==> src/design/flr_ram.sv <==
// Generic single-clock RAM with one write port and one registered read port.
module flr_ram #(
    parameter int WIDTH = 8,
    parameter int DEPTH = 256
) (
    input  logic                     i_clk,
    input  logic                     i_we,
    input  logic [$clog2(DEPTH)-1:0] i_waddr,
    input  logic [WIDTH-1:0]         i_wdata,
    input  logic [$clog2(DEPTH)-1:0] i_raddr,
    output logic [WIDTH-1:0]         o_rdata
);

    logic [WIDTH-1:0] r_mem [DEPTH];

    always_ff @(posedge i_clk) begin
        if (i_we) begin
            r_mem[i_waddr] <= i_wdata;
        end
        o_rdata <= r_mem[i_raddr];
    end

endmodule

==> config.mk <==
export PLATFORM = sky130hd
export DESIGN_NAME = flr_ram
export DESIGN_NICKNAME = d
export VERILOG_FILES = /design/src/design/flr_ram.sv
export SDC_FILE = /design/constraint.sdc
export NUM_CORES = 2
export LEC_CHECK = 0
export BUFFER_PORTS_ARGS = -buffer_cell sky130_fd_sc_hd__buf_2
export CAP_MARGIN = 20
export CORE_ASPECT_RATIO = 1.4
export CORE_MARGIN = 2
export CORE_UTILIZATION = 45
export DETAILED_ROUTE_END_ITERATION = 8
export GPL_ROUTABILITY_DRIVEN = 0
export PLACE_DENSITY = 0.7
export REMOVE_ABC_BUFFERS = 1
export SLEW_MARGIN = 5
export SYNTH_ARGS = -nofsm -noshare
export SYNTH_HDL_FRONTEND = slang
export SYNTH_SLANG_ARGS = --single-unit
==> constraint.sdc <==
create_clock -name i_clk -period 3.9 [get_ports i_clk]
set_clock_uncertainty 0.05 [all_clocks]
set_input_delay 1.17 -clock i_clk [delete_from_list [all_inputs] [get_ports i_clk]]
set_output_delay 1.17 -clock i_clk [all_outputs]
set_load 0.01 [all_outputs]
Word level (Yosys, flattened, before mapping). Memories as Yosys holds them, arrays and structs flattened. A register that Yosys moved wholly into a read port is not among the register bits. Cells that the tools add are included.

Register bits after elaboration: 0. RAM bits: 2048. Input bits: 26. Output and inout bits: 8. Word-level logic and storage cells: 3. Memories: 1.

Multiplexer cells: 2.

Memories: r_mem (words 256, width 8, read ports 1, clocked after Yosys merged registers in 1, write ports 1, line 14) `logic [WIDTH-1:0] r_mem [DEPTH];`.

Operators with widths (count): two-way mux 1 bit (2).

Logic depth before layout (Yosys ltp).
Word-level depth: 2. Mapped depth: 11. Gate-level depth less buffers: 6.

Worst setup path after synthesis. No wires, ideal clock.

Path kind: input-to-reg. Start point: input port i_raddr[0]. End point: register o_rdata[2] (read register of r_mem). Library setup time: 0.131 ns. Arrival: 2.977 ns. Data required time: 3.719 ns. Path slack: 0.742 ns. Cell stages on the path: 9. Path buffers: 4. Path through: buf_6 -> buf_12 -> buf_8 -> buf_2 -> mux4_2 -> a22oi_1 -> a21oi_1 -> nor4_1 -> nor4_2.

RTL lines: start: declaration (line 10) `input logic [$clog2(DEPTH)-1:0] i_raddr,`; end: declaration (line 11) `output logic [WIDTH-1:0] o_rdata`.

==> results_dict.tcl <==
set metrics [dict create \
    fin_crit_sh_pct 97.0 \
    hold_viol_final 0 \
    p_int_mw 35.0 \
    grt_pass1_vias 40800 \
    cts_sinks 2056 \
    crit_arrival_ns 4.45 \
    viasPerCell 6.03 \
    p_per_area_mw_per_mm2 485 \
    rsz0062_at_grt "no" \
    finalSetupTns_ns 0 \
    grt-ovfl-total 0 \
    syn_to_final_growth_pct 15.1 \
    relSlewSlack_pct 22.1 \
    max-vdd-ir-drop_mv 0.389 \
    syn_inst 3733 \
    layout-drive-gt1-share_pct 28.9 \
    drtIter0Drc 4421 \
    synth_ff_type "edfxtp_1" \
    clk_latency_ns 0.83 \
    cts_resized 0 \
    fin_area_mm2 0.0916 \
    max_freq_ghz 0.264 \
    pwr-share-comb_pct 5.4 \
    yosysSeqAreaShare_pct 77.5 \
    path_class "primary input to flip-flop" \
    yosys_warnings 0 \
    placed_cell_area_mm2 0.0858 \
    ys_seq_elements 2056 \
    avgSynthCellArea_um2 21.3 \
    hp-class "primary input to flip-flop" \
    num_io_pins 34 \
    setup_ws_ns 0.116 \
    swShare_pct 21.0 \
    nFillCells 13200 \
    cts_setup_buffers 0 \
    routed_wirelength_mm 198 \
    htree_levels 4 \
    required_ns 4.56 \
    period_needed_ns 3.78 \
    pre_cts_slack_ns -0.628 \
    setup_viol 0 \
    dr.pass1.iters 5 \
    antenna_found_initial 15 \
    end_kind "flip-flop" \
    portBuffers 33 \
    multi_input_area_mm2 0.0165 \
    power.share.clock_pct 39.6 \
    p_switching_mw 9.34 \
    leakage_nw 29.1 \
    wl_per_cell_um 29.8 \
    slew_violations 0 \
    syn-cell-area_mm2 0.0796 \
    cts_hold_buffers 0 \
    cap_violations 0 \
    dp_hpwl_mm 130 \
    reg2reg_from "r_mem[11][0]" \
    clockBufferDepth 3 \
    dieArea_mm2 0.180 \
    cts-root-buf "clkbuf_16" \
    placeableCoreArea_mm2 0.176 \
    seqCellArea_mm2 0.0617 \
    vias 40200 \
    crit_fanout 20 \
    drc 0 \
    final_core_util_pct 52.2 \
    grt_first_pass_wirelength_mm 286 \
    die_y_um 502 \
    synth_cell_types 55 \
    ant_nets 0 \
    hold_start "i_wdata[6]" \
    seqPwrFrac_pct 55.0 \
    grtUsageTotal_pct 21.9 \
    cp-startpoint "i_raddr[0]" \
    initial_utilization_pct 45.3 \
    startpoint_type "primary input" \
    nNetsFinal 4244 \
    tightest_slew_ns 1.16 \
    grt_max_degree 105 \
    async_reset_ff_share_pct 0 \
    die_x_um 359 \
    rows 182 \
    cts_made_buffers 173 \
    clkTransAtPathRegs_ns 0.07 \
    outcome "completed" \
    tritoncts "done" \
    synth_edf_count 2048 \
]
-- power groups by stage --
| stage | registers [mW] | logic, mW | clock network, mW |
|---|---|---|---|
| 2_1_floorplan | 24.9 | 0.855 | 0 |
| 3_3_place_gp | 24.9 | 2.36 | 0 |
| 3_5_place_dp | 24.9 | 2.40 | 0 |
| 4_1_cts | 24.4 | 2.40 | 17.8 |
| 5_1_grt | 24.4 | 2.50 | 18.6 |
| 6_report | 24.4 | 2.39 | 17.6 |
-- logic make-up after synthesis --
kind of cell,share of synthesized area [%]
simple gates,2.63
flops,77.5
buf+inv,1.83
compound gates,3.42
mux,14.6
-- layout by cell type, fill, tap and decap left out, types with 22 or more instances in the layout --
cell	netlist	layout
edfxtp_1	2048	2048
mux4_2	454	454
buf_4	27	454
nor2_1	282	279
clkbuf_16	0	178
mux2i_1	134	134
a22oi_1	133	133
a21oi_1	96	96
buf_12	8	57
o221ai_1	46	46
clkinv_1	1	45
nand3_1	34	34
nand2_1	33	33
clkbuf_1	111	30
o22ai_1	28	28
nor2b_1	31	28
nor4_1	24	24
clkinv_2	0	23
nor3_1	22	22
buf_2	31	22
-- cell usage after synthesis, drive strengths merged (4+ instances only) --
master | number | area [um2]
edfxtp | 2048 | 61500
mux4 | 456 | 10300
nor2 | 282 | 1060
mux2i | 134 | 1340
a22oi | 133 | 998
buf | 122 | 1030
clkbuf | 111 | 417
a21oi | 96 | 480
o221ai | 47 | 418
nand3 | 34 | 170
nand2 | 33 | 124
nor2b | 31 | 194
o22ai | 28 | 175
nor4 | 27 | 188
nor3 | 22 | 110
a211oi | 16 | 120
a221oi | 14 | 129
o21ai | 12 | 60.1
nand4 | 10 | 62.6
o211ai | 10 | 75.1
a22o | 8 | 70.1
dfxtp | 8 | 160
nand2b | 8 | 50.1
and2 | 6 | 37.5
a2111oi | 5 | 52.6
o22a | 5 | 43.8
o32ai | 5 | 51.3
or2 | 4 | 25.0
-- cell type report --
class | instances | share of cell area (%)
inverters | 2 | 0.00820
clock buffers | 211 | 5.03
multi-input cells | 1442 | 18.0
flip-flops and latches | 2056 | 67.3
repair buffers | 543 | 5.24
diodes | 5 | 0.0137
well taps | 2300 | 3.14
clock inverters | 108 | 1.24
-- worst paths after layout --
path	slack [ns]	endpoint	cells past startpoint
worst max-delay path	0.12	o_rdata[0]	8
worst min-delay path	0.87	r_mem[50][6]	1
worst max register to register	0.82	o_rdata[0]	6
worst min register to register	1.11	o_rdata[3]	7
-- per-layer routing --
metal / track usage (%) / vias up / share of wire, %
met1: 26.6 / 21200 / 36
met3: 3.50 / 427 / 7.3
met5: 0 / - / 0.023
met4: 9.73 / 8 / 4.7
li1: - / 16600 / -
met2: 38.8 / 1919 / 52
-- metrics by stage --
step                      total power [mW]  hold WS [ns]  cells
after floorplan                       25.7         0.713   3500
after global placement                27.2          1.06   6342
after detailed placement              27.3          1.05   6343
after CTS                             44.6         0.824   6662
after global routing                  45.5         0.864   6663
final                                 44.4         0.871   6667
-- critical path, stage by stage --
cell	delay (ns)
buf_8	0.21
buf_4	0.42
mux4_2	0.56
a22oi_1	0.47
a21oi_1	0.28
nor4_1	1.02
buf_4	0.26
nor4_2	0.04
-- state kept, by name, indices dropped and copies added (netlist names) --
signal,count
o_rdata,8
r_mem,2048
Power figures use the tool's default switching activity.
