===== src/design/flr_pkg.sv =====
// Shared constants, codes and request types of the feathered line rasterizer.
package flr_pkg;

    localparam int MAX_WIDTH  = 256;
    localparam int MAX_HEIGHT = 256;
    localparam int X_W        = $clog2(MAX_WIDTH);
    localparam int Y_W        = $clog2(MAX_HEIGHT);
    localparam int ADDR_W     = X_W + Y_W;
    localparam int DEPTH      = MAX_WIDTH * MAX_HEIGHT;

    localparam int ALPHA_W  = 8;
    localparam int DIM_W    = 9;
    localparam int RAD_W    = 8;
    localparam int CFG_W    = 9;
    localparam int CNT_W    = 17;
    localparam int MUL_W    = 34;
    localparam int PROD_W   = 2 * MUL_W;
    localparam int NUM_W    = 58;
    localparam int DEN_W    = 38;
    localparam int QUO_W    = 24;
    localparam int SQ_IN_W  = 24;
    localparam int SQ_OUT_W = SQ_IN_W / 2;

    localparam logic [DIM_W-1:0]   RST_FRAME_W   = DIM_W'(256);
    localparam logic [DIM_W-1:0]   RST_FRAME_H   = DIM_W'(256);
    localparam logic [RAD_W-1:0]   RST_CORE      = RAD_W'(7);
    localparam logic [RAD_W-1:0]   RST_FEATHER   = RAD_W'(15);
    localparam logic [ALPHA_W-1:0] RST_MAX_ALPHA = ALPHA_W'(92);

    typedef enum logic [1:0] {
        OP_DRAW  = 2'd0,
        OP_READ  = 2'd1,
        OP_CLEAR = 2'd2,
        OP_NOP   = 2'd3
    } t_op;

    typedef enum logic [2:0] {
        CFG_FRAME_W   = 3'd0,
        CFG_FRAME_H   = 3'd1,
        CFG_CORE      = 3'd2,
        CFG_FEATHER   = 3'd3,
        CFG_MAX_ALPHA = 3'd4
    } t_cfg_idx;

    typedef struct packed {
        logic              start;
        logic [NUM_W-1:0]  num;
        logic [DEN_W-1:0]  den;
    } t_div_req;

    typedef struct packed {
        logic              done;
        logic [QUO_W-1:0]  quo;
    } t_div_rsp;

    typedef struct packed {
        logic                start;
        logic [SQ_IN_W-1:0]  val;
    } t_sqrt_req;

    typedef struct packed {
        logic                 done;
        logic [SQ_OUT_W-1:0]  root;
    } t_sqrt_rsp;

endpackage


===== src/design/flr_mul.sv =====
// Shared signed multiplier with a registered product.
module flr_mul (
    input  logic                              i_clk,
    input  logic signed [flr_pkg::MUL_W-1:0]  i_a,
    input  logic signed [flr_pkg::MUL_W-1:0]  i_b,
    output logic signed [flr_pkg::PROD_W-1:0] o_p
);

    always_ff @(posedge i_clk) begin
        o_p <= i_a * i_b;
    end

endmodule


===== config.mk =====
export PLATFORM = sky130hd
export DESIGN_NAME = flr_mul
export DESIGN_NICKNAME = d
export VERILOG_FILES = /design/src/design/flr_pkg.sv /design/src/design/flr_mul.sv
export SDC_FILE = /design/constraint.sdc
export NUM_CORES = 2
export LEC_CHECK = 0
export BUFFER_PORTS_ARGS = -buffer_cell sky130_fd_sc_hd__clkbuf_2
export CORE_UTILIZATION = 60
export CTS_CLUSTER_DIAMETER = 30
export DETAILED_ROUTE_END_ITERATION = 10
export PLACE_DENSITY = 0.77
export SLEW_MARGIN = 15
export SYNTH_ARGS = -nofsm -noshare
export SYNTH_HDL_FRONTEND = slang
export SYNTH_SLANG_ARGS = --single-unit

===== constraint.sdc =====
create_clock -name i_clk -period 10.13 [get_ports i_clk]
set_input_delay 1.5195 -clock i_clk [delete_from_list [all_inputs] [get_ports i_clk]]
set_output_delay 1.5195 -clock i_clk [all_outputs]
set_load 0.01 [all_outputs]

## Word-level counts from Yosys, hierarchy flattened

Index checks and enable logic that the tools add are counted.

| word-level totals | value |
|---|---|
| register bits after elaboration | 68 |
| RAM bits | 0 |
| bits in latches | 0 |
| output and inout bits | 68 |
| word-level logic and storage cells | 2 |
| input bits | 69 |
| ROM bits | 0 |
| memories kept | 0 |

| operators by class | value |
|---|---|
| add/sub/neg operators | 0 |
| div/mod/pow operators | 0 |
| multiplexer cells | 0 |
| multipliers | 1 |
| equal/unequal tests | 0 |
| order comparisons | 0 |
| shift-type cells | 0 |
| bitwise operators | 0 |
| reductions and logical operators | 0 |

Operators with widths:

| kind | count |
|---|---|
| $mul 34x34->68 | 1 |

## Longest topological paths before layout

| logic depth | value |
|---|---|
| depth after elaboration | 1 |
| mapped depth | 31 |
| mapped depth without buffers | 29 |

## Worst setup path after synthesis

No wires, ideal clock.

| timing | value |
|---|---|
| path type | input -> register |
| start point | in i_a[33] (netlist name) |
| end point | reg o_p[65] (netlist name) |
| setup slack | 1120 ps |
| data arrival time | 8937 ps |
| stages on the path | 24 |
| required time | 10058 ps |
| path buffers | 2 |
| library setup time | 72 ps |
| cells stage by stage | clkbuf_1 -> nand2_1 -> inv_1 -> fa_1 -> fa_1 -> fa_1 -> fa_1 -> inv_1 -> fa_1 -> fa_1 -> fa_1 -> fa_1 -> inv_1 -> ha_1 -> clkdlybuf4s50_2 -> nand3_1 -> or2_2 -> nor2_1 -> a221oi_1 -> o21ai_0 -> a31oi_2 -> nor2_2 -> o41ai_2 -> xnor2_1 |

| between the ends | value |
|---|---|
| word-level cells in the longest chain between the ends | 1 |

Ends and longest elaborated chain:

| item | line | source |
|---|---|---|
| from (decl) | flr_mul.sv:4 | `input logic signed [flr_pkg::MUL_W-1:0] i_a,` |
| $mul 34x34->68 | flr_mul.sv:10 | `o_p <= i_a * i_b;` |
| to (signal assigned) | flr_mul.sv:10 |  |
| to (decl) | flr_mul.sv:6 | `output logic signed [flr_pkg::PROD_W-1:0] o_p` |

Every way passes these cells.

## Worst setup path in the final report

| timing | value |
|---|---|
| start point | in i_b[10] (netlist name) |
| end point | reg o_p[66] (netlist name) |

| between the ends | value |
|---|---|
| word-level cells in the longest chain between the ends | 1 |

Ends and longest elaborated chain:

| item | line | source |
|---|---|---|
| from (decl) | flr_mul.sv:5 | `input logic signed [flr_pkg::MUL_W-1:0] i_b,` |
| $mul 34x34->68 | flr_mul.sv:10 |  |

Every way passes these cells.

==> impl_metrics.yaml <==
outcome:
  status: "finished clean"
yosys:
  synth_warnings: 0
  syn_area_per_cell_um2: 9.448
  synth_cells: 4554
  synth_edf_count: 0
  synth_cell_types: 69
  syn_area_um2: 43030
  async_flop_share_pct: 0
  syn_nets: 6068
  synth_ff_type: "dfxtp_1"
  ys_ff_latch: 68
  synth_seq_area_share_pct: 3.164
cts:
  postCtsSetupRepairBufs: 0
  clk_pin_slew_worst_paths_ns: 0.08
  cts_buffer_depth: 2
  cts_root_buf: "clkbuf_16"
  hold_buffers: 0
  cts_tree: "yes"
  cts_sinks: 68
  ctsResizeCount: 0
  cts-buffers-inserted: 9
  htree_levels: 3
timing:
  fin_crit_ns: 9.701
  fmax_mhz: 103.1
  slew_violations: 0
  finalHoldViolations: 0
  fin_tns_setup_ns: 0
  max-slew-margin-rel_pct: 22.57
  setup_violations: 0
  tightest_slew_ns: 1.162
  grt_setup_unrepaired: "false"
  hold_slack_ns: 1.768
  finalCritPeriodShare_pct: 95.76
route:
  drtIter0Drc: 2471
  firstDrtPassIters: 6
  viasPerCell: 5.578
  wirelength_um: 114900
  final_antenna_net_count: 0
  num_vias: 30729
  wl_per_cell_um: 20.86
  drc: 0
final_layout:
  largest_reg_flops: 68
  reg.largest.list: "o_p (68)"
  top_register: "o_p"
  area_growth_pct: 4.542
  drive_gt1_share_pct: 5.998
  nets: 6077
  post-route-util_pct: 63.79
worst_hold_path:
  worstHoldStart: "i_b[1]"
  min_to: "o_p[1]"
  min_path_cells: 3
  hold_path_class: "in -> reg"
critical_path:
  critical_path_class: "in -> reg"
  cp_data_required_time_ns: 10.46
  critPathArrivalTime_ns: 10.03
  crit_fanout: 28
  startpoint_type: "input port"
  endpoint_kind: "flip-flop"
place:
  post-dp-hpwl_um: 94420
  port_buffers: 136
  routabilityCongestion: 0.9505
floorplan:
  pin_count: 137
  num_rows: 97
  die_area_um2: 72790
  core-area_um2: 70510
  die_height_um: 269.8
  die_w_um: 269.8
  start_util_pct: 61.02
grt:
  antenna_found_initial: 5
  grt_use_total_pct: 33.63
  grt_max_degree: 35
  grt_pass1_vias: 34123
  grt_pass1_wl_um: 187000
  overflow: 0
flow_run:
  cap_violations: 0
area by class of cell:
cell class	instances	area, um2
multi-input cells	3026	36140
fillers	5644	25530
inverters	1232	4624
repair buffers	226	1369
flip-flops and latches	68	1361
well taps	940	1176
clock buffers	9	225.2
clock inverters	7	82.58
diodes	1	2.502
routing by layer:
layer	global-route usage [%]	vias to the layer above	routed length, um
met5	0	-	10
met4	13.65	2	5413
met3	7.157	364	11470
met2	55.29	1644	55380
met1	43.66	15917	42660
li1	-	12802	-
synthesized netlist by cell type (7+ instances only):
| cell | number | share of area (%) |
|---|---|---|
| nor2b_1 | 9 | 0.13 |
| xor2_1 | 23 | 0.47 |
| and2_1 | 621 | 9.0 |
| o21ai_1 | 7 | 0.081 |
| fa_1 | 1241 | 58 |
| o21ai_0 | 31 | 0.36 |
| ha_1 | 204 | 5.9 |
| clkbuf_1 | 214 | 1.9 |
| xnor2_1 | 56 | 1.1 |
| a21o_1 | 37 | 0.65 |
| a21oi_1 | 61 | 0.71 |
| nand4_1 | 11 | 0.16 |
| nand3_1 | 11 | 0.13 |
| nor2_1 | 54 | 0.47 |
| o21bai_1 | 12 | 0.21 |
| inv_1 | 1231 | 11 |
| dfxtp_1 | 68 | 3.2 |
| nand2_1 | 542 | 4.7 |
| a31oi_1 | 7 | 0.10 |
| nand2b_1 | 20 | 0.29 |
worst max path at each step:
stage | startpoint | endpoint | slack, ns | depth (start not counted)
detailed placement | i_b[10] | o_p[66] | 0.24 | 23
global placement | i_a[32] | o_p[66] | 0.34 | 27
finish | i_b[10] | o_p[66] | 0.43 | 23
CTS | i_b[10] | o_p[66] | 0.62 | 23
global route | i_b[10] | o_p[66] | 0.20 | 23
floorplan | i_a[33] | o_p[65] | 1.12 | 24
cell families (layout without fill, tap and decap cells):
| family | after synthesis | after routing | synth area share (%) |
|---|---|---|---|
| AOI/OAI and AO/OA | 206 | 206 | 3.347 |
| and+or+nand+nor | 1296 | 1296 | 15.37 |
| other | 0 | 1 | 0 |
| xor gates and xnor gates | 79 | 79 | 1.608 |
| DFF | 68 | 68 | 3.164 |
| buffers and inverters | 1460 | 1474 | 12.84 |
| adders and majority gates | 1445 | 1445 | 63.67 |
worst max-delay path, stage by stage:
cell and delay [ns]:
clkbuf_2 0.83, nand2_1 0.30, fa_1 0.80, fa_1 0.63
fa_1 0.57, inv_1 0.06, fa_1 0.48, fa_1 0.58
fa_1 0.45, fa_1 0.49, inv_1 0.05, fa_1 0.48
inv_1 0.05, ha_1 0.36, a21oi_1 0.29, o21a_1 0.18
o21ai_0 0.17, a221oi_1 0.58, o41ai_1 0.24, a31oi_4 0.34
o31ai_4 0.15, a221oi_2 0.27, xnor2_1 0.14
metrics by stage:
stage	cells	setup WS [ns]	instance area (um2)
2_1_floorplan	4554	1.120	43030
3_3_place_gp	5492	0.3433	44670
3_5_place_dp	5492	0.2445	44670
4_1_cts	5508	0.6184	44980
5_1_grt	5509	0.1992	44980
6_report	5509	0.4295	44980
cell usage in the layout (no fill, tap or decap), drive strengths merged, types with 9 or more instances in the layout:
| cell type | count |
|---|---|
| a21oi | 63 |
| nand2 | 542 |
| a21o | 37 |
| ha | 204 |
| nand3 | 11 |
| nor2 | 56 |
| fa | 1241 |
| nor2b | 9 |
| a31oi | 10 |
| xnor2 | 56 |
| dfxtp | 68 |
| xor2 | 23 |
| buf | 90 |
| o21bai | 12 |
| o21ai | 41 |
| and2 | 623 |
| clkbuf | 145 |
| inv | 1235 |
| nand2b | 20 |
| nand4 | 11 |
Power is not shown: default switching activity piles up to over one toggle a cycle in this logic, so the estimate is an artifact.
