--- src/design/flr_pkg.sv ---
// Shared constants, codes and request types of the feathered line rasterizer.
package flr_pkg;

    localparam int MAX_WIDTH  = 256;
    localparam int MAX_HEIGHT = 256;
    localparam int X_W        = $clog2(MAX_WIDTH);
    localparam int Y_W        = $clog2(MAX_HEIGHT);
    localparam int ADDR_W     = X_W + Y_W;
    localparam int DEPTH      = MAX_WIDTH * MAX_HEIGHT;

    localparam int ALPHA_W  = 8;
    localparam int DIM_W    = 9;
    localparam int RAD_W    = 8;
    localparam int CFG_W    = 9;
    localparam int CNT_W    = 17;
    localparam int MUL_W    = 34;
    localparam int PROD_W   = 2 * MUL_W;
    localparam int NUM_W    = 58;
    localparam int DEN_W    = 38;
    localparam int QUO_W    = 24;
    localparam int SQ_IN_W  = 24;
    localparam int SQ_OUT_W = SQ_IN_W / 2;

    localparam logic [DIM_W-1:0]   RST_FRAME_W   = DIM_W'(256);
    localparam logic [DIM_W-1:0]   RST_FRAME_H   = DIM_W'(256);
    localparam logic [RAD_W-1:0]   RST_CORE      = RAD_W'(7);
    localparam logic [RAD_W-1:0]   RST_FEATHER   = RAD_W'(15);
    localparam logic [ALPHA_W-1:0] RST_MAX_ALPHA = ALPHA_W'(92);

    typedef enum logic [1:0] {
        OP_DRAW  = 2'd0,
        OP_READ  = 2'd1,
        OP_CLEAR = 2'd2,
        OP_NOP   = 2'd3
    } t_op;

    typedef enum logic [2:0] {
        CFG_FRAME_W   = 3'd0,
        CFG_FRAME_H   = 3'd1,
        CFG_CORE      = 3'd2,
        CFG_FEATHER   = 3'd3,
        CFG_MAX_ALPHA = 3'd4
    } t_cfg_idx;

    typedef struct packed {
        logic              start;
        logic [NUM_W-1:0]  num;
        logic [DEN_W-1:0]  den;
    } t_div_req;

    typedef struct packed {
        logic              done;
        logic [QUO_W-1:0]  quo;
    } t_div_rsp;

    typedef struct packed {
        logic                start;
        logic [SQ_IN_W-1:0]  val;
    } t_sqrt_req;

    typedef struct packed {
        logic                 done;
        logic [SQ_OUT_W-1:0]  root;
    } t_sqrt_rsp;

endpackage

--- src/design/flr_sqrt.sv ---
// Iterative integer square root, one result bit per cycle.
module flr_sqrt (
    input  logic               i_clk,
    input  logic               i_rst_n,
    input  flr_pkg::t_sqrt_req i_req,
    output flr_pkg::t_sqrt_rsp o_rsp
);

    localparam int W  = flr_pkg::SQ_IN_W;
    localparam int CW = $clog2(flr_pkg::SQ_OUT_W + 1);

    logic          r_busy;
    logic          r_done;
    logic [CW-1:0] r_cnt;
    logic [W-1:0]  r_v;
    logic [W-1:0]  r_res;
    logic [W-1:0]  r_bit;
    logic [W:0]    trial;
    logic          take;

    assign trial = {1'b0, r_res} + {1'b0, r_bit};
    assign take  = {1'b0, r_v} >= trial;

    always_ff @(posedge i_clk) begin
        if (!i_rst_n) begin
            r_busy <= 1'b0;
            r_done <= 1'b0;
            r_cnt  <= '0;
        end else begin
            r_done <= 1'b0;
            if (i_req.start) begin
                r_busy <= 1'b1;
                r_cnt  <= '0;
                r_v    <= i_req.val;
                r_res  <= '0;
                r_bit  <= W'(1) << (W - 2);
            end else if (r_busy) begin
                if (take) begin
                    r_v   <= W'({1'b0, r_v} - trial);
                    r_res <= (r_res >> 1) + r_bit;
                end else begin
                    r_res <= r_res >> 1;
                end
                r_bit <= r_bit >> 2;
                r_cnt <= r_cnt + 1'b1;
                if (r_cnt == CW'(flr_pkg::SQ_OUT_W - 1)) begin
                    r_busy <= 1'b0;
                    r_done <= 1'b1;
                end
            end
        end
    end

    assign o_rsp.done = r_done;
    assign o_rsp.root = r_res[flr_pkg::SQ_OUT_W-1:0];

endmodule

--- config.mk ---
export PLATFORM = sky130hd
export DESIGN_NAME = flr_sqrt
export DESIGN_NICKNAME = d
export VERILOG_FILES = /design/src/design/flr_pkg.sv /design/src/design/flr_sqrt.sv
export SDC_FILE = /design/constraint.sdc
export NUM_CORES = 1
export LEC_CHECK = 0
export BUFFER_PORTS_ARGS = -buffer_cell sky130_fd_sc_hd__buf_2
export CAP_MARGIN = 40
export CORE_UTILIZATION = 53
export DETAILED_ROUTE_END_ITERATION = 8
export GPL_ROUTABILITY_DRIVEN = 0
export PLACE_DENSITY = 0.74
export SETUP_SLACK_MARGIN = 0.05
export SLEW_MARGIN = 40
export SYNTH_ARGS = -nofsm -noshare
export SYNTH_HDL_FRONTEND = slang
export SYNTH_SLANG_ARGS = --single-unit
--- constraint.sdc ---
create_clock -name i_clk -period 5.1 [get_ports i_clk]
set_input_delay 1.02 -clock i_clk [delete_from_list [all_inputs] [get_ports i_clk]]
set_output_delay 1.02 -clock i_clk [all_outputs]
set_load 0.05 [all_outputs]
Word level (Yosys, flattened, before mapping)
Index checks and enable logic that the tools add are counted.

Add/sub/neg operators: 4. Order comparisons: 1. Equality and inequality tests: 1. Muxes and demuxes: 10. Bitwise logic cells: 2. Reduce and logical (&&, ||, !) cells: 6.

Operators with widths (number): 24-bit two-way mux (5); 24-bit by 23-bit adder with 25-bit output (1); 24-bit by 25-bit >= comparator with 1-bit output (1); 23-bit by 23-bit adder with 24-bit output (1); 24-bit subtractor (1); 23-bit two-way mux (1); 4-bit by 1-bit adder with 4-bit output, second input constant (1); 4-bit equality test, second input constant (1); 1-bit two-way mux (4); 2-bit nonzero test (2); 3-bit AND reduction (1); 3-bit OR reduction (1); 1-bit inverter (2); 2-bit AND reduction (1); 2-bit OR reduction (1).

Register bits: 66. Input port bits: 27.

Logic depth before layout (Yosys ltp)
Depth after elaboration: 5. Mapped depth: 18.

Worst setup path after synthesis
Ideal clock, no wire load.

Path kind: register -> register. Start point: register r_res[8]. End point: register r_v[0] (enable). Library setup time: 0.413 ns. Arrival: 4.639 ns. Setup slack: 0.048 ns. Stages on the path, launching flop included: 16. Buffers on the path: 0. Cell sequence: edfxtp_1 ha_1 nand4_1 o31ai_1 a31o_2 a31oi_1 nor2_1 o21ai_0 xor2_1 ha_1 nand4_1 nor3_1 o211a_1 o2111a_1 o21ai_4 a21oi_1.

Word-level cells in the longest chain between the ends: 4.

Ends and longest elaborated chain: start, declared (line flr_sqrt.sv:16) `logic [W-1:0] r_res;`; start signal, assigned (line flr_sqrt.sv:40) `r_res <= (r_res >> 1) + r_bit;`; start signal, assigned (line flr_sqrt.sv:42) `r_res <= r_res >> 1;`; 24-bit by 23-bit adder with 25-bit output (line flr_sqrt.sv:21) `assign trial = {1'b0, r_res} + {1'b0, r_bit};`; 24-bit by 25-bit >= comparator with 1-bit output (line flr_sqrt.sv:22) `assign take = {1'b0, r_v} >= trial;`; 2-bit nonzero test (no line); 3-bit AND reduction (no line); end signal, assigned (line flr_sqrt.sv:34) `r_v <= i_req.val;`; end signal, assigned (line flr_sqrt.sv:39) `r_v <= W'({1'b0, r_v} - trial);`; end, declared (line flr_sqrt.sv:15) `logic [W-1:0] r_v;`.

No other way between the ends. A chain may end at the register's enable or synchronous reset.

Worst setup path in the final report
Start point: register r_res[2]. End point: register r_v[1] (enable).

Same word-level chain as after synthesis.

==> impl_metrics.env <==
export IMPL_antenna_found_initial=0
export IMPL_worst_setup_path_start_kind="flop"
export IMPL_synth_edf_count=60
export IMPL_cts_root_buf="clkbuf_8"
export IMPL_grt_max_degree=52
export IMPL_ys_flop_type="edfxtp_1"
export IMPL_avgRoutedWirePerCell_um=17.5
export IMPL_die_x_um=106
export IMPL_fillCellCount=920
export IMPL_tightestPinTransition_ns=0.728
export IMPL_switching_share_pct=39.0
export IMPL_syn_to_final_growth_pct=8.76
export IMPL_fin_skew_ns=0.0101
export IMPL_max_cap_viol_count=0
export IMPL_worstPathMaxFanout=24
export IMPL_clk_insertion_delay_late_ns=0.36
export IMPL_avgSynthCellArea_um2=9.25
export IMPL_syn_area_um2=5730
export IMPL_synth_distinct_cells=69
export IMPL_vias_per_cell=6.30
export IMPL_nets=727
export IMPL_dp_hpwl_mm=10.3
export IMPL_seqPwrFrac_pct=33.3
export IMPL_diodes=0
export IMPL_final_common_cell="edfxtp_1"
export IMPL_hold_class="flop to flop"
export IMPL_grt_total_usage_pct=25.4
export IMPL_cp_top_family="compound AO/OA/AOI/OAI gates"
export IMPL_clock_fmax_mhz=210
export IMPL_peakVddDrop_mv=0.156
export IMPL_seq_area_frac_synth_pct=33.6
export IMPL_cts_max_path_buffers=2
export IMPL_setup_viol=0
export IMPL_drt_wl_total_mm=13.8
export IMPL_cts_clk_slew_worst_paths_ns=0.08
export IMPL_path_buf_inv=1
export IMPL_outcome="complete, no violations"
export IMPL_power_internal_w=0.00133
export IMPL_die_area_um2=11200
export IMPL_placeableCoreArea_um2=10400
export IMPL_initial_core_util_pct=55.0
export IMPL_finalCritPeriodShare_pct=93.4
export IMPL_critical_path_required_ns=5.14
export IMPL_drtAntennaViolNets=0
export IMPL_combPwrFrac_pct=44.8
export IMPL_p_sw_w=0.000852
export IMPL_drt_iter0_markers=333
export IMPL_syn_inst=619
export IMPL_core_rowCount=37
export IMPL_crit_arrival_ns=4.80
export IMPL_dr_pass1_iters=5
export IMPL_async_flop_share_pct=0
export IMPL_first_global_vias=4645
export IMPL_grt_overflow=0
export IMPL_yosys_warnings=0
export IMPL_die_y_um=106
export IMPL_synth_seq_cells=66
export IMPL_leakage_nw=2.41
export IMPL_critPathCaptureType="flop"
export IMPL_rsz0062_at_grt="false"
export IMPL_vias=4970
export IMPL_cts_buffers=9
export IMPL_crit_path_top_delay_cell="edfxtp_1"
export IMPL_cts_hold_buf=0
export IMPL_finalHoldViolations=0
export IMPL_drive_gt1_share_pct=15.0
export IMPL_p_per_area_nw_per_um2=351
export IMPL_layout_common_cells="edfxtp_1, nand2_1, ha_1, nor2_1, buf_2"
export IMPL_path_class="flop to flop"
export IMPL_worstPathCellList="ha_1 > a31o_2 > a21oi_1 > o21ba_2 > o21ba_2 > o21ai_0 > a31oi_1 > xnor2_1 > ha_1 > nand4_1 > nor3_1 > o211a_1 > o2111a_1 > o21ai_4 > a21oi_2 > buf_6"
export IMPL_synth_fp_nets=698
export IMPL_cts_tree="done"
export IMPL_clkPwrFrac_pct=22.0
export IMPL_tns_ns=0
export IMPL_cts_max_level=3
export IMPL_grt_pass1_wl_mm=22.5
export IMPL_post_route_util_pct=59.8
export IMPL_io_pin_count=40
export IMPL_critPathMaxStageDelay_ns=0.46
export IMPL_io_buffers=39
export IMPL_drc=0
export IMPL_clock_sinks=66
export IMPL_min_period_ns=4.77
export IMPL_slew_viol_final=0
export IMPL_slew_headroom_pct=51.5
[cells in the mapped netlist, types with 4 or more instances]
library cell | count | area (um^2)
clkbuf_1 | 9 | 33.8
dfxtp_1 | 6 | 120
a21boi_0 | 6 | 45.0
nor2b_1 | 26 | 163
inv_1 | 27 | 101
o21a_1 | 10 | 75.1
mux2_2 | 9 | 101
mux2i_1 | 4 | 40.0
o31ai_1 | 9 | 67.6
o21bai_1 | 4 | 30.0
xnor2_1 | 31 | 272
or3_1 | 4 | 25.0
a21o_1 | 7 | 52.6
nor4_1 | 4 | 25.0
a211oi_1 | 21 | 158
o31a_1 | 4 | 35.0
nand4_1 | 10 | 62.6
ha_1 | 51 | 638
nand2_1 | 55 | 206
a21oi_1 | 33 | 165
o211ai_1 | 6 | 45.0
nor2_1 | 42 | 158
a31oi_1 | 16 | 100
o211a_1 | 4 | 40.0
buf_4 | 14 | 105
a31o_2 | 4 | 35.0
o21ai_0 | 38 | 190
nor3b_1 | 6 | 45.0
nand3_1 | 13 | 65.1
a21oi_2 | 5 | 43.8
edfxtp_1 | 60 | 1800
xor2_1 | 10 | 87.6
nor3_1 | 14 | 70.1
[state kept, by name, summed over array words and instances (netlist names)]
register  cells
r_v          24
r_res        24
r_cnt         4
r_bit        12
r_busy        1
r_done        1
[per-layer routing]
layer / up-vias / part of all wire (%) / track usage, %
li1: 2393 / - / -
met1: 2403 / 45 / 34.4
met4: 0 / 1.2 / 7.14
met5: - / 0 / 0
met2: 160 / 48 / 42.5
met3: 14 / 5.5 / 3.37
[power by group through the flow]
stage | sequential, W | clock [W] | combinational (W)
after global routing | 0.000732 | 0.000507 | 0.00108
after floorplan | 0.000718 | 0 | 0.000766
after global placement | 0.000735 | 0 | 0.000926
after detailed placement | 0.000738 | 0 | 0.000952
after CTS | 0.000726 | 0.000489 | 0.000958
final | 0.000727 | 0.000480 | 0.000978
[final cells by class]
cell class | instances | area [um^2] | share of cell area [%]
Sequential cell | 66 | 1920 | 30.9
Multi-Input combinational cell | 497 | 3550 | 57.0
Tap cell | 136 | 170 | 2.73
Timing Repair Buffer | 46 | 264 | 4.24
Inverter | 28 | 105 | 1.69
Clock buffer | 14 | 205 | 3.30
Clock inverter | 2 | 13.8 | 0.221
[per-stage QoR]
stage	hold WS, ns	area [um^2]	cells	worst slack (ns)	total power, W
global placement	0.448	5970	772	0.394	0.00166
global route	0.483	6230	789	0.0972	0.00231
detailed placement	0.455	5970	772	0.319	0.00169
floorplan	0.423	5730	619	0.582	0.00148
finish	0.465	6230	789	0.334	0.00218
CTS	0.468	6190	788	0.291	0.00217
[what timing repair did]
action | 4_1_cts | 5_1_grt
setup buffers | 0 | 1
gates resized for setup | 0 | 4
setup endpoints to repair | 0 | 41
[path summary, 6_finish.rpt]
kind,start,endpoint,slack [ns],depth (start not counted)
max,r_res[2],r_v[1],0.33,16
min,r_cnt[2],r_done,0.46,1
max reg2reg,r_res[2],r_v[1],0.33,16
min reg2reg,r_cnt[2],r_done,0.46,1
[logic make-up (layout without fill, tap and decap cells)]
group / after synthesis / in the layout / synth area share, %
AND/OR/NAND/NOR: 194 / 194 / 16.9
buffers and inverters: 56 / 90 / 4.87
flip-flops: 66 / 66 / 33.6
multiplexers: 16 / 16 / 3.26
XOR/XNOR: 41 / 41 / 6.27
AO/OA/AOI/OAI: 194 / 194 / 23.7
adder cells (fa/ha/maj): 52 / 52 / 11.5
Note: power is estimated with default switching activity, not from simulation.
