==> src/design/flr_pkg.sv <==
// Shared constants, codes and request types of the feathered line rasterizer.
package flr_pkg;

    localparam int MAX_WIDTH  = 256;
    localparam int MAX_HEIGHT = 256;
    localparam int X_W        = $clog2(MAX_WIDTH);
    localparam int Y_W        = $clog2(MAX_HEIGHT);
    localparam int ADDR_W     = X_W + Y_W;
    localparam int DEPTH      = MAX_WIDTH * MAX_HEIGHT;

    localparam int ALPHA_W  = 8;
    localparam int DIM_W    = 9;
    localparam int RAD_W    = 8;
    localparam int CFG_W    = 9;
    localparam int CNT_W    = 17;
    localparam int MUL_W    = 34;
    localparam int PROD_W   = 2 * MUL_W;
    localparam int NUM_W    = 58;
    localparam int DEN_W    = 38;
    localparam int QUO_W    = 24;
    localparam int SQ_IN_W  = 24;
    localparam int SQ_OUT_W = SQ_IN_W / 2;

    localparam logic [DIM_W-1:0]   RST_FRAME_W   = DIM_W'(256);
    localparam logic [DIM_W-1:0]   RST_FRAME_H   = DIM_W'(256);
    localparam logic [RAD_W-1:0]   RST_CORE      = RAD_W'(7);
    localparam logic [RAD_W-1:0]   RST_FEATHER   = RAD_W'(15);
    localparam logic [ALPHA_W-1:0] RST_MAX_ALPHA = ALPHA_W'(92);

    typedef enum logic [1:0] {
        OP_DRAW  = 2'd0,
        OP_READ  = 2'd1,
        OP_CLEAR = 2'd2,
        OP_NOP   = 2'd3
    } t_op;

    typedef enum logic [2:0] {
        CFG_FRAME_W   = 3'd0,
        CFG_FRAME_H   = 3'd1,
        CFG_CORE      = 3'd2,
        CFG_FEATHER   = 3'd3,
        CFG_MAX_ALPHA = 3'd4
    } t_cfg_idx;

    typedef struct packed {
        logic              start;
        logic [NUM_W-1:0]  num;
        logic [DEN_W-1:0]  den;
    } t_div_req;

    typedef struct packed {
        logic              done;
        logic [QUO_W-1:0]  quo;
    } t_div_rsp;

    typedef struct packed {
        logic                start;
        logic [SQ_IN_W-1:0]  val;
    } t_sqrt_req;

    typedef struct packed {
        logic                 done;
        logic [SQ_OUT_W-1:0]  root;
    } t_sqrt_rsp;

endpackage

==> src/design/flr_div.sv <==
// Iterative restoring divider producing one quotient bit per cycle.
module flr_div (
    input  logic              i_clk,
    input  logic              i_rst_n,
    input  flr_pkg::t_div_req i_req,
    output flr_pkg::t_div_rsp o_rsp
);

    localparam int CW = $clog2(flr_pkg::QUO_W + 1);

    logic                        r_busy;
    logic [CW-1:0]               r_cnt;
    logic [flr_pkg::DEN_W-1:0]   r_rem;
    logic [flr_pkg::DEN_W-1:0]   r_den;
    logic [flr_pkg::QUO_W-1:0]   r_lo;
    logic [flr_pkg::QUO_W-1:0]   r_quo;
    logic                        r_done;
    logic [flr_pkg::DEN_W:0]     shifted;
    logic                        fits;

    assign shifted = {r_rem, r_lo[flr_pkg::QUO_W-1]};
    assign fits    = shifted >= {1'b0, r_den};

    always_ff @(posedge i_clk) begin
        if (!i_rst_n) begin
            r_busy <= 1'b0;
            r_done <= 1'b0;
            r_cnt  <= '0;
        end else begin
            r_done <= 1'b0;
            if (i_req.start) begin
                r_busy <= 1'b1;
                r_cnt  <= '0;
                r_rem  <= flr_pkg::DEN_W'(i_req.num[flr_pkg::NUM_W-1:flr_pkg::QUO_W]);
                r_lo   <= i_req.num[flr_pkg::QUO_W-1:0];
                r_den  <= i_req.den;
            end else if (r_busy) begin
                r_rem <= fits ? flr_pkg::DEN_W'(shifted - {1'b0, r_den})
                              : shifted[flr_pkg::DEN_W-1:0];
                r_quo <= {r_quo[flr_pkg::QUO_W-2:0], fits};
                r_lo  <= {r_lo[flr_pkg::QUO_W-2:0], 1'b0};
                r_cnt <= r_cnt + 1'b1;
                if (r_cnt == CW'(flr_pkg::QUO_W - 1)) begin
                    r_busy <= 1'b0;
                    r_done <= 1'b1;
                end
            end
        end
    end

    assign o_rsp.done = r_done;
    assign o_rsp.quo  = r_quo;

endmodule

==> config.mk <==
export PLATFORM = sky130hd
export DESIGN_NAME = flr_div
export DESIGN_NICKNAME = d
export VERILOG_FILES = /design/src/design/flr_pkg.sv /design/src/design/flr_div.sv
export SDC_FILE = /design/constraint.sdc
export NUM_CORES = 1
export LEC_CHECK = 0
export BUFFER_PORTS_ARGS = -buffer_cell sky130_fd_sc_hd__buf_4
export CAP_MARGIN = 5
export CORE_MARGIN = 1
export CORE_UTILIZATION = 55
export CTS_BUF_LIST = sky130_fd_sc_hd__clkbuf_4 sky130_fd_sc_hd__clkbuf_8
export DETAILED_ROUTE_END_ITERATION = 10
export PLACE_DENSITY = 0.78
export SLEW_MARGIN = 20
export SYNTH_ARGS = -nofsm -noshare
export SYNTH_HDL_FRONTEND = slang
export SYNTH_SLANG_ARGS = --single-unit
==> constraint.sdc <==
create_clock -name i_clk -period 3.57 [get_ports i_clk]
set_input_delay 0.357 -clock i_clk [delete_from_list [all_inputs] [get_ports i_clk]]
set_output_delay 0.357 -clock i_clk [all_outputs]
set_load 0.02 [all_outputs]
* Word level (Yosys, flattened, before mapping)
Index checks and enable logic that the tools add are counted.
** Word-level totals
- Register bits :: 131
- Input bits :: 99
- Output and inout port bits :: 25
- Logic and storage cells :: 30
** Cells by class
- $add $sub $neg :: 2
- Order comparisons :: 1
- Equality and inequality tests :: 1
- Muxes and demuxes :: 9
- Bitwise gates (word level) :: 3
- Reductions and logical operators :: 6
** Operator list (number)
- 2-to-1 mux 38 bit :: 2
- 2-to-1 mux 24 bit :: 2
- greater-or-equal comparator 39 x 38 -> 1 bit :: 1
- subtractor 38 bit :: 1
- 2-to-1 mux 34 bit :: 1
- adder 5 x 1 -> 5 bit, second input constant :: 1
- equality test 5 bit, second input constant :: 1
- 2-to-1 mux 1 bit :: 4
- AND reduction 2 bit :: 2
- NOT 1 bit :: 3
- AND reduction 3 bit :: 1
- OR reduction 3 bit :: 1
- nonzero test 2 bit :: 1
- OR reduction 2 bit :: 1

* Depth between registers and ports, before layout
Gate-level depths: netlist of the first run.
- Word-level depth :: 4
- Mapped depth :: 14
- Depth with buffers taken out :: 11

* Least setup slack after synthesis of the first run
OpenSTA, ideal clock, no wires.
- Path kind :: register to register
- From :: register r_rem[15] (netlist name)
- To :: register r_rem[15] (netlist name), data pin
- Data arrival time :: 2795 ps
- Slack :: 515 ps
- Stages on the path, launching flop included :: 14
- Period minus slack after synthesis :: 3055 ps
- Cells stage by stage :: edfxtp_1 > ha_1 > buf_6 > a211oi_2 > o211ai_1 > a41oi_2 > o21ai_2 > a221oi_2 > o21a_1 > buf_6 > inv_4 > buf_6 > mux2_4 > mux2_2
** On the way
- Longest elaborated chain between the ends :: 4
** Ends and longest elaborated chain
- from (decl) :: RTL line flr_div.sv:13 : logic [flr_pkg::DEN_W-1:0] r_rem;
- from (signal assigned) :: RTL line flr_div.sv:34 : r_rem <= flr_pkg::DEN_W'(i_req.num[flr_pkg::NUM_W-1:flr_pkg::QUO_W]);
- from (signal assigned) :: RTL line flr_div.sv:38 : r_rem <= fits ? flr_pkg::DEN_W'(shifted - {1'b0, r_den})
- greater-or-equal comparator 39 x 38 -> 1 bit :: RTL line flr_div.sv:22 : assign fits = shifted >= {1'b0, r_den};
- net fits :: RTL line flr_div.sv:19 : logic fits;
- 2-to-1 mux 38 bit :: RTL line flr_div.sv:38
- 2-to-1 mux 38 bit :: RTL line flr_div.sv:37 : end else if (r_busy) begin
- 2-to-1 mux 34 bit :: RTL line flr_div.sv:31 : if (i_req.start) begin
The timed path passes the listed nets, and every way through them passes these cells. The select of a mux whose other input is x is not followed.
A chain may end at the register's enable or synchronous reset.

* Final worst setup path of the first run
- From :: register r_rem[15] (netlist name)
- To :: register r_rem[15] (netlist name), data pin
** On the way
- Longest elaborated chain between the ends :: 4
** Ends and longest elaborated chain (RTL line)
- greater-or-equal comparator 39 x 38 -> 1 bit :: flr_div.sv:22
- 2-to-1 mux 38 bit :: flr_div.sv:38
- 2-to-1 mux 38 bit :: flr_div.sv:37
- 2-to-1 mux 34 bit :: flr_div.sv:31
No other way between the ends. The select of a mux whose other input is x is not followed.

==> results by group, run 1 <==
Run status
  – Status: complete, no violations

Yosys
  – Synth Register Bits: 131
  – Seq/Total Area, Yosys: around half
  – Mean Syn Cell Area: around 11 um^2
  – Syn_nets: between 800 and 900
  – Cell count after synthesis: 684
  – Mapped cell area: 0.00760 mm^2
  – Synth Warn #: 0
  – Async set-reset flop share out of synthesis: 0%
  – Library cells used by synthesis: a little over 60
  – Top_reg_cell synth: edfxtp_1
  – EDFF count, synth: about 120

Setup path
  – Crit path max fanout: 13
  – Crit path DAT: 3.55 ns
  – Startpoint class of the critical path: flip-flop
  – Element type at the critical path end: flip-flop
  – Setup Crit Path Kind: reg -> reg
  – Worst Path Required: roughly 3.8 ns

Clock tree
  – CTS Buffer Depth: 2
  – CTS Buf Count: 17
  – Clock sinks: around 130
  – H-Tree Depth: 4
  – Clk slew on worst S/H paths: 0.09 ns
  – Clk_lat worst skew: 0.46 ns
  – Clk root buf: clkbuf_8
  – CTS tree: yes
  – Hold buffer count at cts: 0

Placement
  – Post-DP HPWL: 12.8 mm
  – Pre-CTS setup slack: approximately 0.25 ns
  – PortBufs: 123
  – Routability congestion estimate: 0.904

Global routing
  – Grt ovf: 0
  – Vias in the first global route: ~5.8k
  – First-pass GRT wire length: between 20 and 30 mm
  – GR Util All Layers: between 20% and 30%
  – Initial antenna violation count: 0
  – Largest net degree at the start of global routing: 51

Layout
  – Most common cell after layout, fill and taps aside: buf_4
  – Commonest cells after routing, fill and taps aside: 134 x buf_4, 124 x edfxtp_1, 52 x inv_1
  – Core Util, Final: between 60% and 70%
  – # nets final: approximately 940
  – Antenna diodes: 0
  – Area delta synth->final: 19.1%
  – Layout cells sized above 1: a little over a quarter

Floorplanning
  – Die Width: between 100 and 150 um
  – Starting Density: between 50% and 60%
  – Ports: between 100 and 150
  – Core area: approximately 0.013 mm^2
  – Site row count: between 40 and 50
  – Die footprint: ~0.014 mm^2
  – Chip height: ~120 um

Timing
  – Final min period: 3.34 ns
  – Max-slew violation count: 0
  – Crit share post-route: 93.5%
  – Setup WS post-layout: between 0.2 and 0.25 ns
  – Worst Skew: around 0.016 ns
  – Worst-Margin Slew: roughly 0.68 ns
  – Slew headroom: between 50% and 60%
  – Fmax: around 0.3 GHz
  – Endpoints failing setup: 0
  – Final setup TNS: 0 ns
  – Final hold vios: 0
  – RSZ-0062 raised after global routing: no

Power and ir drop
  – Logic pwr share: a little over a quarter
  – Flop pwr share: 44.7%
  – Power per cell area: roughly 460 mW/mm^2
  – Peak supply drop: ~0.34 mV
  – Leakage power: around 3.6 nW
  – Power Total: 4.18 mW
  – Clk network pwr share: 28.0%
  – Switch share: a little under a third
  – Internal power: 2.87 mW
  – Net Sw Power: between 1 and 1.5 mW

Drt
  – Wire per inst: 17.6 um
  – DRC viols: 0
  – Vias: 5699
  – DRT Pass-1 Iters: 4
  – Detail Route Antenna Nets: 0
  – Via-per-instance ratio: between 5 and 6
  – DRT iter0 DRCs: ~430
  – Final wirelength: ~17 mm

Min path
  – Hold WC Path Type: in -> reg

Run
  – Max Cap Viol: 0
## critical path, stage by stage (launching register included)
cell,delay (ns)
edfxtp_1,0.42
ha_1,0.42
a211oi_2,0.26
o211ai_1,0.14
a41oi_2,0.31
o21ai_2,0.12
a221oi_2,0.40
o21a_1,0.31
inv_4,0.15
mux2_4,0.32
mux2_2,0.25
## path summary, 6_finish.rpt
path	startpoint	end	slack [ns]	depth (start not counted)
worst max-delay path	r_rem[15]	r_rem[15]	0.23	10
worst min-delay path	i_req[29]	r_den[29]	0.07	1
worst max register to register	r_rem[15]	r_rem[15]	0.23	10
worst min register to register	r_quo[2]	r_quo[3]	0.46	0
## Yosys cell counts, types with 3 or more instances
library cell / count / area [um^2]
o31ai_1: 4 / 30.0
nand3b_1: 19 / 143
nand2_1: 49 / 184
dfxtp_1: 7 / 140
nand4_1: 16 / 100
a221o_1: 7 / 70.1
ha_1: 39 / 488
mux2i_1: 6 / 60.1
edfxtp_1: 124 / 3720
a31o_2: 3 / 26.3
o21ai_0: 20 / 100
clkbuf_1: 34 / 128
or3_1: 6 / 37.5
and3_1: 4 / 25.0
o311ai_0: 20 / 175
o211ai_1: 5 / 37.5
nor2b_1: 8 / 50.1
buf_1: 3 / 11.3
o21bai_1: 3 / 22.5
a211oi_1: 7 / 52.6
buf_6: 3 / 33.8
a21oi_1: 46 / 230
a21o_1: 8 / 60.1
nand3_1: 8 / 40.0
a31oi_1: 7 / 43.8
nand4b_1: 4 / 35.0
o41ai_1: 3 / 26.3
mux2_2: 33 / 372
nor3b_1: 5 / 37.5
xor2_1: 19 / 166
nor2_1: 32 / 120
nor3_1: 13 / 65.1
nor4_1: 3 / 18.8
xnor2_1: 16 / 140
o21a_1: 7 / 52.6
inv_1: 52 / 195
nand2b_1: 9 / 56.3
## sequential cells by signal, summed over array words and instances, names as in the netlist
| signal | flops |
|---|---|
| r_cnt | 5 |
| r_lo | 24 |
| r_busy | 1 |
| r_done | 1 |
| r_quo | 24 |
| r_den | 38 |
| r_rem | 38 |
## metal layers
layer / wire (um) / vias to the layer above / share of wire (%) / global-route usage (%)
li1: - / 2797 / - / -
met1: 7900 / 2702 / 45 / 34.5
met2: 8300 / 180 / 48 / 42.4
met3: 894 / 20 / 5.1 / 5.28
met4: 278 / 0 / 1.6 / 8.75
met5: 0 / - / 0 / 0
## stage by stage
step	hold WS, ns	instances	cell area, um^2
global placement	0.438	955	8680
CTS	0.0453	987	9040
floorplan	0.456	684	7600
detailed placement	0.437	955	8680
finish	0.0695	987	9050
global route	0.0403	987	9050
## layout make-up
| type | instances | area, um^2 |
|---|---|---|
| Clock inverter | 15 | 133 |
| Tap cell | 176 | 220 |
| Timing Repair Buffer | 136 | 1040 |
| Clock buffer | 17 | 234 |
| Inverter | 53 | 201 |
| Multi-Input combinational cell | 459 | 3360 |
| Sequential cell | 131 | 3860 |
| Fill cell | 1036 | 4300 |
## cell families after synthesis
group	share of synthesized area (%)
DFF	50.8
and+or+nand+nor	12.9
buffers and inverters	5.02
xor gates and xnor gates	4.03
muxes	6.08
adders and majority gates	6.69
AOI/OAI and AO/OA	14.4
## what timing repair did
action / in CTS / in global routing
endpoints found under the setup margin: 0 / 3
buffers inserted: 0 / 0
resized for setup: 0 / 1
## power groups by stage
stage	Sequential, mW	Combinational (mW)	Clock (mW)
4_1_cts	1.87	1.13	1.19
5_1_grt	1.88	1.25	1.25
6_report	1.87	1.14	1.17
2_1_floorplan	1.89	0.804	0
3_3_place_gp	1.90	1.08	0
3_5_place_dp	1.90	1.12	0
Power figures use the tool's default switching activity.
==> run 2, diff against run 1 <==
- CORE_ASPECT_RATIO: unset -> 1.5
==> run 2 against run 1 <==
The flow now finishes with violations (design-rule violations). Sequential power about the same. Critical path type unchanged. Hold slack better by 0.023 ns. Non-clock buffer count up 2. Combinational power about the same. Worst setup slack better by 0.12 ns. Largest cell class unchanged. Via count up 0.75%. Final area up 0.61%. Largest power group unchanged. Cell count down 1.3%.
==> results by group, run 2 (same netlist as run 1, synthesis figures left out) <==
Run status
  – Status: finished with violations
  – Failing checks: design-rule violations

Clock tree
  – Number of gates resized after CTS: 0 (unchanged)
  – Setup repair bufs after CTS: 0 (unchanged)
  – Clk root buf: clkbuf_8
  – CTS tree: yes
  – H-Tree Depth: 4 (unchanged)
  – Hold buffer count at cts: 0 (unchanged)
  – Clk slew on worst S/H paths: 0.08 ns (about the same)
  – CTS Buffer Depth: 2 (unchanged)
  – Clock sinks: 131 (unchanged)
  – Clk_lat worst skew: 0.43 ns (-0.03 ns)
  – CTS Buf Count: 17 (unchanged)

Setup path
  – CP Depth: 10 (unchanged)
  – Crit path cell chain: ha_1 > a211oi_2 > o211ai_1 > a41oi_2 > o21ai_2 > a221oi_2 > o21a_1 > inv_4 > mux2_4 > mux2_2
  – Worst Path Required: 3.75 ns (-0.03 ns)
  – Setup Crit Path Kind: reg -> reg
  – Crit. Startpoint: r_rem[15]
  – R2R cell count: 10 (unchanged)
  – Delay-heaviest family, CP: compound AO/OA/AOI/OAI gates
  – Max incr delay on CP: 0.41 ns (about the same)
  – Startpoint class of the critical path: flip-flop
  – Worst setup endpoint: r_rem[15]
  – Buf+Inv Stages, Crit Path: 1 (unchanged)
  – Crit-path slowest cell: edfxtp_1
  – Reg-to-reg startpoint: r_rem[15]
  – R2R Path End: r_rem[15]
  – R2R Setup Slk: 0.35 ns (+0.12 ns)
  – Crit path DAT: 3.40 ns (-0.15 ns)
  – Element type at the critical path end: flip-flop
  – Crit path max fanout: 7 (-6)

Timing
  – Worst-Margin Slew: 0.600 ns (-0.0810 ns)
  – Slew headroom: 60.0% (+5.4 points)
  – Worst Skew: 0.0132 ns (-0.00241 ns)
  – Final setup TNS: 0 ns (unchanged)
  – Endpoints failing setup: 0 (unchanged)
  – Crit share post-route: 90.2% (-3.3 points)
  – Final min period: 3.22 ns (-0.117 ns)
  – Max-slew violation count: 0 (unchanged)
  – Final hold vios: 0 (unchanged)
  – RSZ-0062 raised after global routing: no
  – Fmax: 0.311 GHz (+3.6%)

Floorplanning
  – Chip height: 146 um (+22%)
  – Die footprint: 0.0143 mm^2 (about the same)
  – Site row count: 52 (+24%)
  – Ports: 124 (unchanged)
  – Core area: 0.0135 mm^2 (+0.90%)
  – Die Width: 98.0 um (-18%)
  – Starting Density: 56.4% (-0.51 points)

Layout
  – Layout cells sized above 1: 26.4% (+0.21 points)
  – Multi-input logic area: 0.00336 mm^2 (unchanged)
  – Most common cell after layout, fill and taps aside: buf_4
  – # nets final: 939 (+0.21%)
  – Area occupied by registers: 0.00386 mm^2 (unchanged)
  – Cell Count, Final, Fillers Out: 974 (-1.3%)
  – Largest registers: r_den x38, r_rem x38
  – Commonest cells after routing, fill and taps aside: 137 x buf_4, 124 x edfxtp_1, 52 x inv_1
  – Filler cells: 1023 (-1.3%)
  – Antenna diodes: 0 (unchanged)
  – Area delta synth->final: 19.8%

Drt
  – DRC viols: 9 (+9)
  – Final wirelength: 17.5 mm (+0.59%)
  – Routed length on met3: 731 um (-18%)
  – Wire per inst: 17.9 um (+1.9%)
  – DRT met1 WL: 6.97 mm (-12%)
  – DR WL met2: 9.37 mm (+13%)
  – DRT Pass-1 Iters: 8 (+4)
  – Highest routed metal layer: met4
  – Detail Route Antenna Nets: 0 (unchanged)
  – Via-per-instance ratio: 5.90 (+2.1%)
  – DRT iter0 DRCs: 327 (-24%)
  – Vias: 5742 (+0.75%)

Min path
  – Hold WC Path Type: in -> reg

Placement
  – Post-DP HPWL: 13.0 mm (+1.4%)
  – Routability congestion estimate: 0.954 (+5.6%)
  – PortBufs: 123 (unchanged)
  – Placed insts: 943 (-1.3%)

Global routing
  – Initial antenna violation count: 0 (unchanged)
  – Largest net degree at the start of global routing: 47 (-7.8%)
  – Grt ovf: 0 (unchanged)
  – Vias in the first global route: 6108 (+5.6%)
  – First-pass GRT wire length: 29.0 mm (+0.94%)
  – GR Util All Layers: 25.5% (-0.48 points)

Power and ir drop
  – Clk network pwr share: 31.1% (+3.1 points)
  – Logic pwr share: 26.1% (-1.2 points)
  – Switch share: 29.3% (-2.0 points)
  – Leakage power: 3.60 nW (+1.2%)
  – Power Total: 4.36 mW (+4.5%)
  – Power per cell area: 480 mW/mm^2 (+3.9%)
  – Peak supply drop: 0.355 mV (+3.1%)
  – Internal power: 3.09 mW (+7.6%)
  – Net Sw Power: 1.28 mW (-2.3%)
  – Flop pwr share: 42.8% (-1.9 points)

Run
  – Max Cap Viol: 0 (unchanged)
## run 2: changes by cell type in the layout (fill, tap and decap cells not counted), sizes merged
cell,previous run,this run
clkinvlp,5,3
bufinv,1,4
clkinv,5,6
inv,57,53
buf,136,138
clkbuf,17,18
## run 2: stage by stage
stage          hold slack [ns]  setup WS (ns)  instance area [um^2]  utilization (%)
2_1_floorplan            0.456          0.515                  7600                -
3_3_place_gp             0.437          0.463                  8670             64.4
3_5_place_dp             0.437          0.394                  8670             64.4
4_1_cts                 0.0730          0.366                  9100             67.6
5_1_grt                 0.0675          0.136                  9100             67.6
6_report                0.0921          0.350                  9100             67.6
## run 2: worst min-delay path by stage
stage                          from        end  slack, ns  depth (start not counted)
after floorplan            i_req[0]   r_den[0]       0.46                          0
after global placement     r_quo[0]   r_quo[1]       0.44                          0
after detailed placement   r_quo[0]   r_quo[1]       0.44                          0
after CTS                 i_req[18]  r_den[18]       0.07                          1
after global routing      i_req[18]  r_den[18]       0.07                          1
final                      i_req[2]   r_den[2]       0.09                          1
## run 2: layout make-up
cell class,count,share of cell area [%]
well taps,162,2.23
flip-flops and latches,131,42.5
inverters,53,2.21
repair buffers,138,11.5
multi-input cells,459,36.9
clock buffers,18,2.65
clock inverters,13,2.05
## run 2: routing by layer
metal / vias up / global-route usage (%)
li1: 2796 / -
met5: - / 0
met1: 2744 / 28.7
met2: 171 / 46.8
met4: 0 / 10.5
met3: 31 / 4.47
## run 2: power by group through the flow
stage | clock network (mW) | logic, mW | registers, mW
floorplan | 0 | 0.804 | 1.89
global placement | 0 | 1.11 | 1.90
detailed placement | 0 | 1.13 | 1.90
CTS | 1.38 | 1.14 | 1.87
global route | 1.43 | 1.26 | 1.88
finish | 1.36 | 1.14 | 1.87
==> run 3, diff against run 2 <==
- MAX_ROUTING_LAYER: unset -> met4
==> run 3 against run 2 <==
The flow still finishes with violations (design-rule violations). Combinational power barely moved. Wire length barely moved. Worst setup slack got worse by 0.052 ns. Largest cell class unchanged.
==> results by group, run 3 (same netlist as run 1, synthesis figures left out) <==
Floorplanning
  – Die footprint: 0.0143 mm^2 (unchanged)
  – Die Width: 98.0 um (unchanged)
  – Starting Density: 56.4% (unchanged)
  – Ports: 124 (unchanged)
  – Chip height: 146 um (unchanged)
  – Site row count: 52 (unchanged)
  – Core area: 0.0135 mm^2 (unchanged)

Timing
  – Worst-Margin Slew: 0.599 ns (-0.00131 ns)
  – Crit share post-route: 91.7% (+1.5 points)
  – Final hold vios: 0 (unchanged)
  – Final setup TNS: 0 ns (unchanged)
  – Fmax: 0.306 GHz (-1.6%)
  – Worst Skew: 0.0160 ns (+0.00281 ns)
  – Endpoints failing setup: 0 (unchanged)
  – Max-slew violation count: 0 (unchanged)
  – RSZ-0062 raised after global routing: no
  – Final min period: 3.27 ns (+0.0521 ns)
  – Slew headroom: 60.1% (+0.087 points)

Drt
  – DRC viols: 9 (unchanged)
  – Vias: 5783 (+0.71%)
  – DRT iter0 DRCs: 257 (-21%)
  – DRT Pass-1 Iters: 8 (unchanged)
  – Wire per inst: 17.9 um (-0.17%)
  – Via-per-instance ratio: 5.93 (+0.61%)
  – Detail Route Antenna Nets: 0 (unchanged)
  – Final wirelength: 17.5 mm (about the same)

Global routing
  – Largest net degree at the start of global routing: 50 (+6.4%)
  – First-pass GRT wire length: 28.9 mm (-0.31%)
  – Grt ovf: 0 (unchanged)
  – Initial antenna violation count: 0 (unchanged)
  – Vias in the first global route: 5994 (-1.9%)
  – GR Util All Layers: 26.2% (+0.79 points)

Layout
  – Largest registers: r_den x38, r_rem x38
  – Most common cell after layout, fill and taps aside: buf_4
  – Commonest cells after routing, fill and taps aside: 137 x buf_4, 124 x edfxtp_1, 52 x inv_1
  – Antenna diodes: 0 (unchanged)
  – Filler cells: 1059 (+3.5%)
  – Area occupied by registers: 0.00386 mm^2 (unchanged)
  – Layout cells sized above 1: 26.6% (+0.21 points)
  – Area delta synth->final: 19.4%
  – Multi-input logic area: 0.00336 mm^2 (unchanged)
  – # nets final: 939 (unchanged)
  – Cell Count, Final, Fillers Out: 975 (+0.10%)

Power and ir drop
  – Peak supply drop: 0.417 mV (+17%)
  – Power per cell area: 472 mW/mm^2 (-1.6%)
  – Leakage power: 3.59 nW (-0.32%)

Setup path
  – Max incr delay on CP: 0.42 ns (about the same)
  – Crit-path slowest cell: fa_1
  – Element type at the critical path end: flip-flop
  – Setup Crit Path Kind: reg -> reg
  – Startpoint class of the critical path: flip-flop
  – Worst Path Required: 3.76 ns (about the same)
  – Crit path DAT: 3.46 ns (+0.06 ns)
  – Crit path max fanout: 4 (-3)
  – CP dominant cell by count: a21oi_1
  – Crit path cell chain: ha_1 > fa_1 > nand2b_1 > a21oi_1 > a2111oi_0 > buf_4 > nor2_1 > a21oi_1 > o31ai_1 > xor2_1 > a221o_1

Placement
  – Post-DP HPWL: 13.0 mm (+0.51%)
  – PortBufs: 123 (unchanged)
  – Routability congestion estimate: 0.953 (about the same)
  – Placed insts: 943 (unchanged)

Clock tree
  – Setup repair bufs after CTS: 0 (unchanged)
  – Clk slew on worst S/H paths: 0.08 ns (about the same)
  – CTS Buf Count: 17 (unchanged)
  – Clock sinks: 131 (unchanged)
  – CTS Buffer Depth: 2 (unchanged)
  – Clk_lat worst skew: 0.44 ns (about the same)
  – H-Tree Depth: 4 (unchanged)
  – Number of gates resized after CTS: 0 (unchanged)
  – CTS tree: yes
  – Hold buffer count at cts: 0 (unchanged)
  – Clk root buf: clkbuf_8

Run
  – Max Cap Viol: 0 (unchanged)

Run status
  – Status: finished with violations
  – Failing checks: design-rule violations

Min path
  – Hold WC Path Type: in -> reg
-- run 3: path summary, 6_finish.rpt --
path | startpoint | depth (start not counted) | end | slack [ns]
hold reg to reg | r_quo[13] | 0 | r_quo[14] | 0.45
setup reg to reg | r_den[0] | 11 | r_rem[22] | 0.30
setup / recovery | r_den[0] | 11 | r_rem[22] | 0.30
hold / removal | i_req[19] | 1 | r_den[19] | 0.08
-- run 3: power by group --
group          internal [mW]  switching [mW]
Clock                  0.647           0.623
Combinational          0.503           0.643
Sequential              1.82          0.0472
Total                   2.97            1.31
-- run 3: final cells by class --
| cell class | instances | area share, % |
|---|---|---|
| clock buffers | 19 | 2.74 |
| well taps | 162 | 2.23 |
| flip-flops and latches | 131 | 42.6 |
| inverters | 53 | 2.22 |
| clock inverters | 13 | 1.68 |
| multi-input cells | 459 | 37.0 |
| repair buffers | 138 | 11.6 |
-- run 3: routing by layer --
| metal | GRT usage, % | wire (um) | vias up |
|---|---|---|---|
| li1 | - | - | 2811 |
| met1 | 30.0 | 7080 | 2781 |
| met2 | 46.1 | 9320 | 153 |
| met3 | 4.27 | 669 | 38 |
| met4 | 9.39 | 400 | 0 |
| met5 | - | 0 | - |
-- run 3: critical path: cells and delay by family (launching register included) --
kind,cells,cell delay [ns]
adder cells (fa/ha/maj),2,0.67
flip-flops,1,0.38
AO/OA/AOI/OAI,5,1.31
buffers and inverters,1,0.16
AND/OR/NAND/NOR,2,0.38
XOR/XNOR,1,0.13
-- run 3: metrics by stage --
step / util, % / total power, mW / hold slack, ns / worst slack (ns) / area, um^2
CTS: 67.4 / 4.30 / 0.0604 / 0.312 / 9070
global placement: 64.4 / 3.01 / 0.437 / 0.458 / 8670
floorplan: - / 2.70 / 0.456 / 0.515 / 7600
global route: 67.4 / 4.48 / 0.0546 / 0.166 / 9070
detailed placement: 64.4 / 3.03 / 0.439 / 0.342 / 8670
finish: 67.4 / 4.28 / 0.0845 / 0.298 / 9070
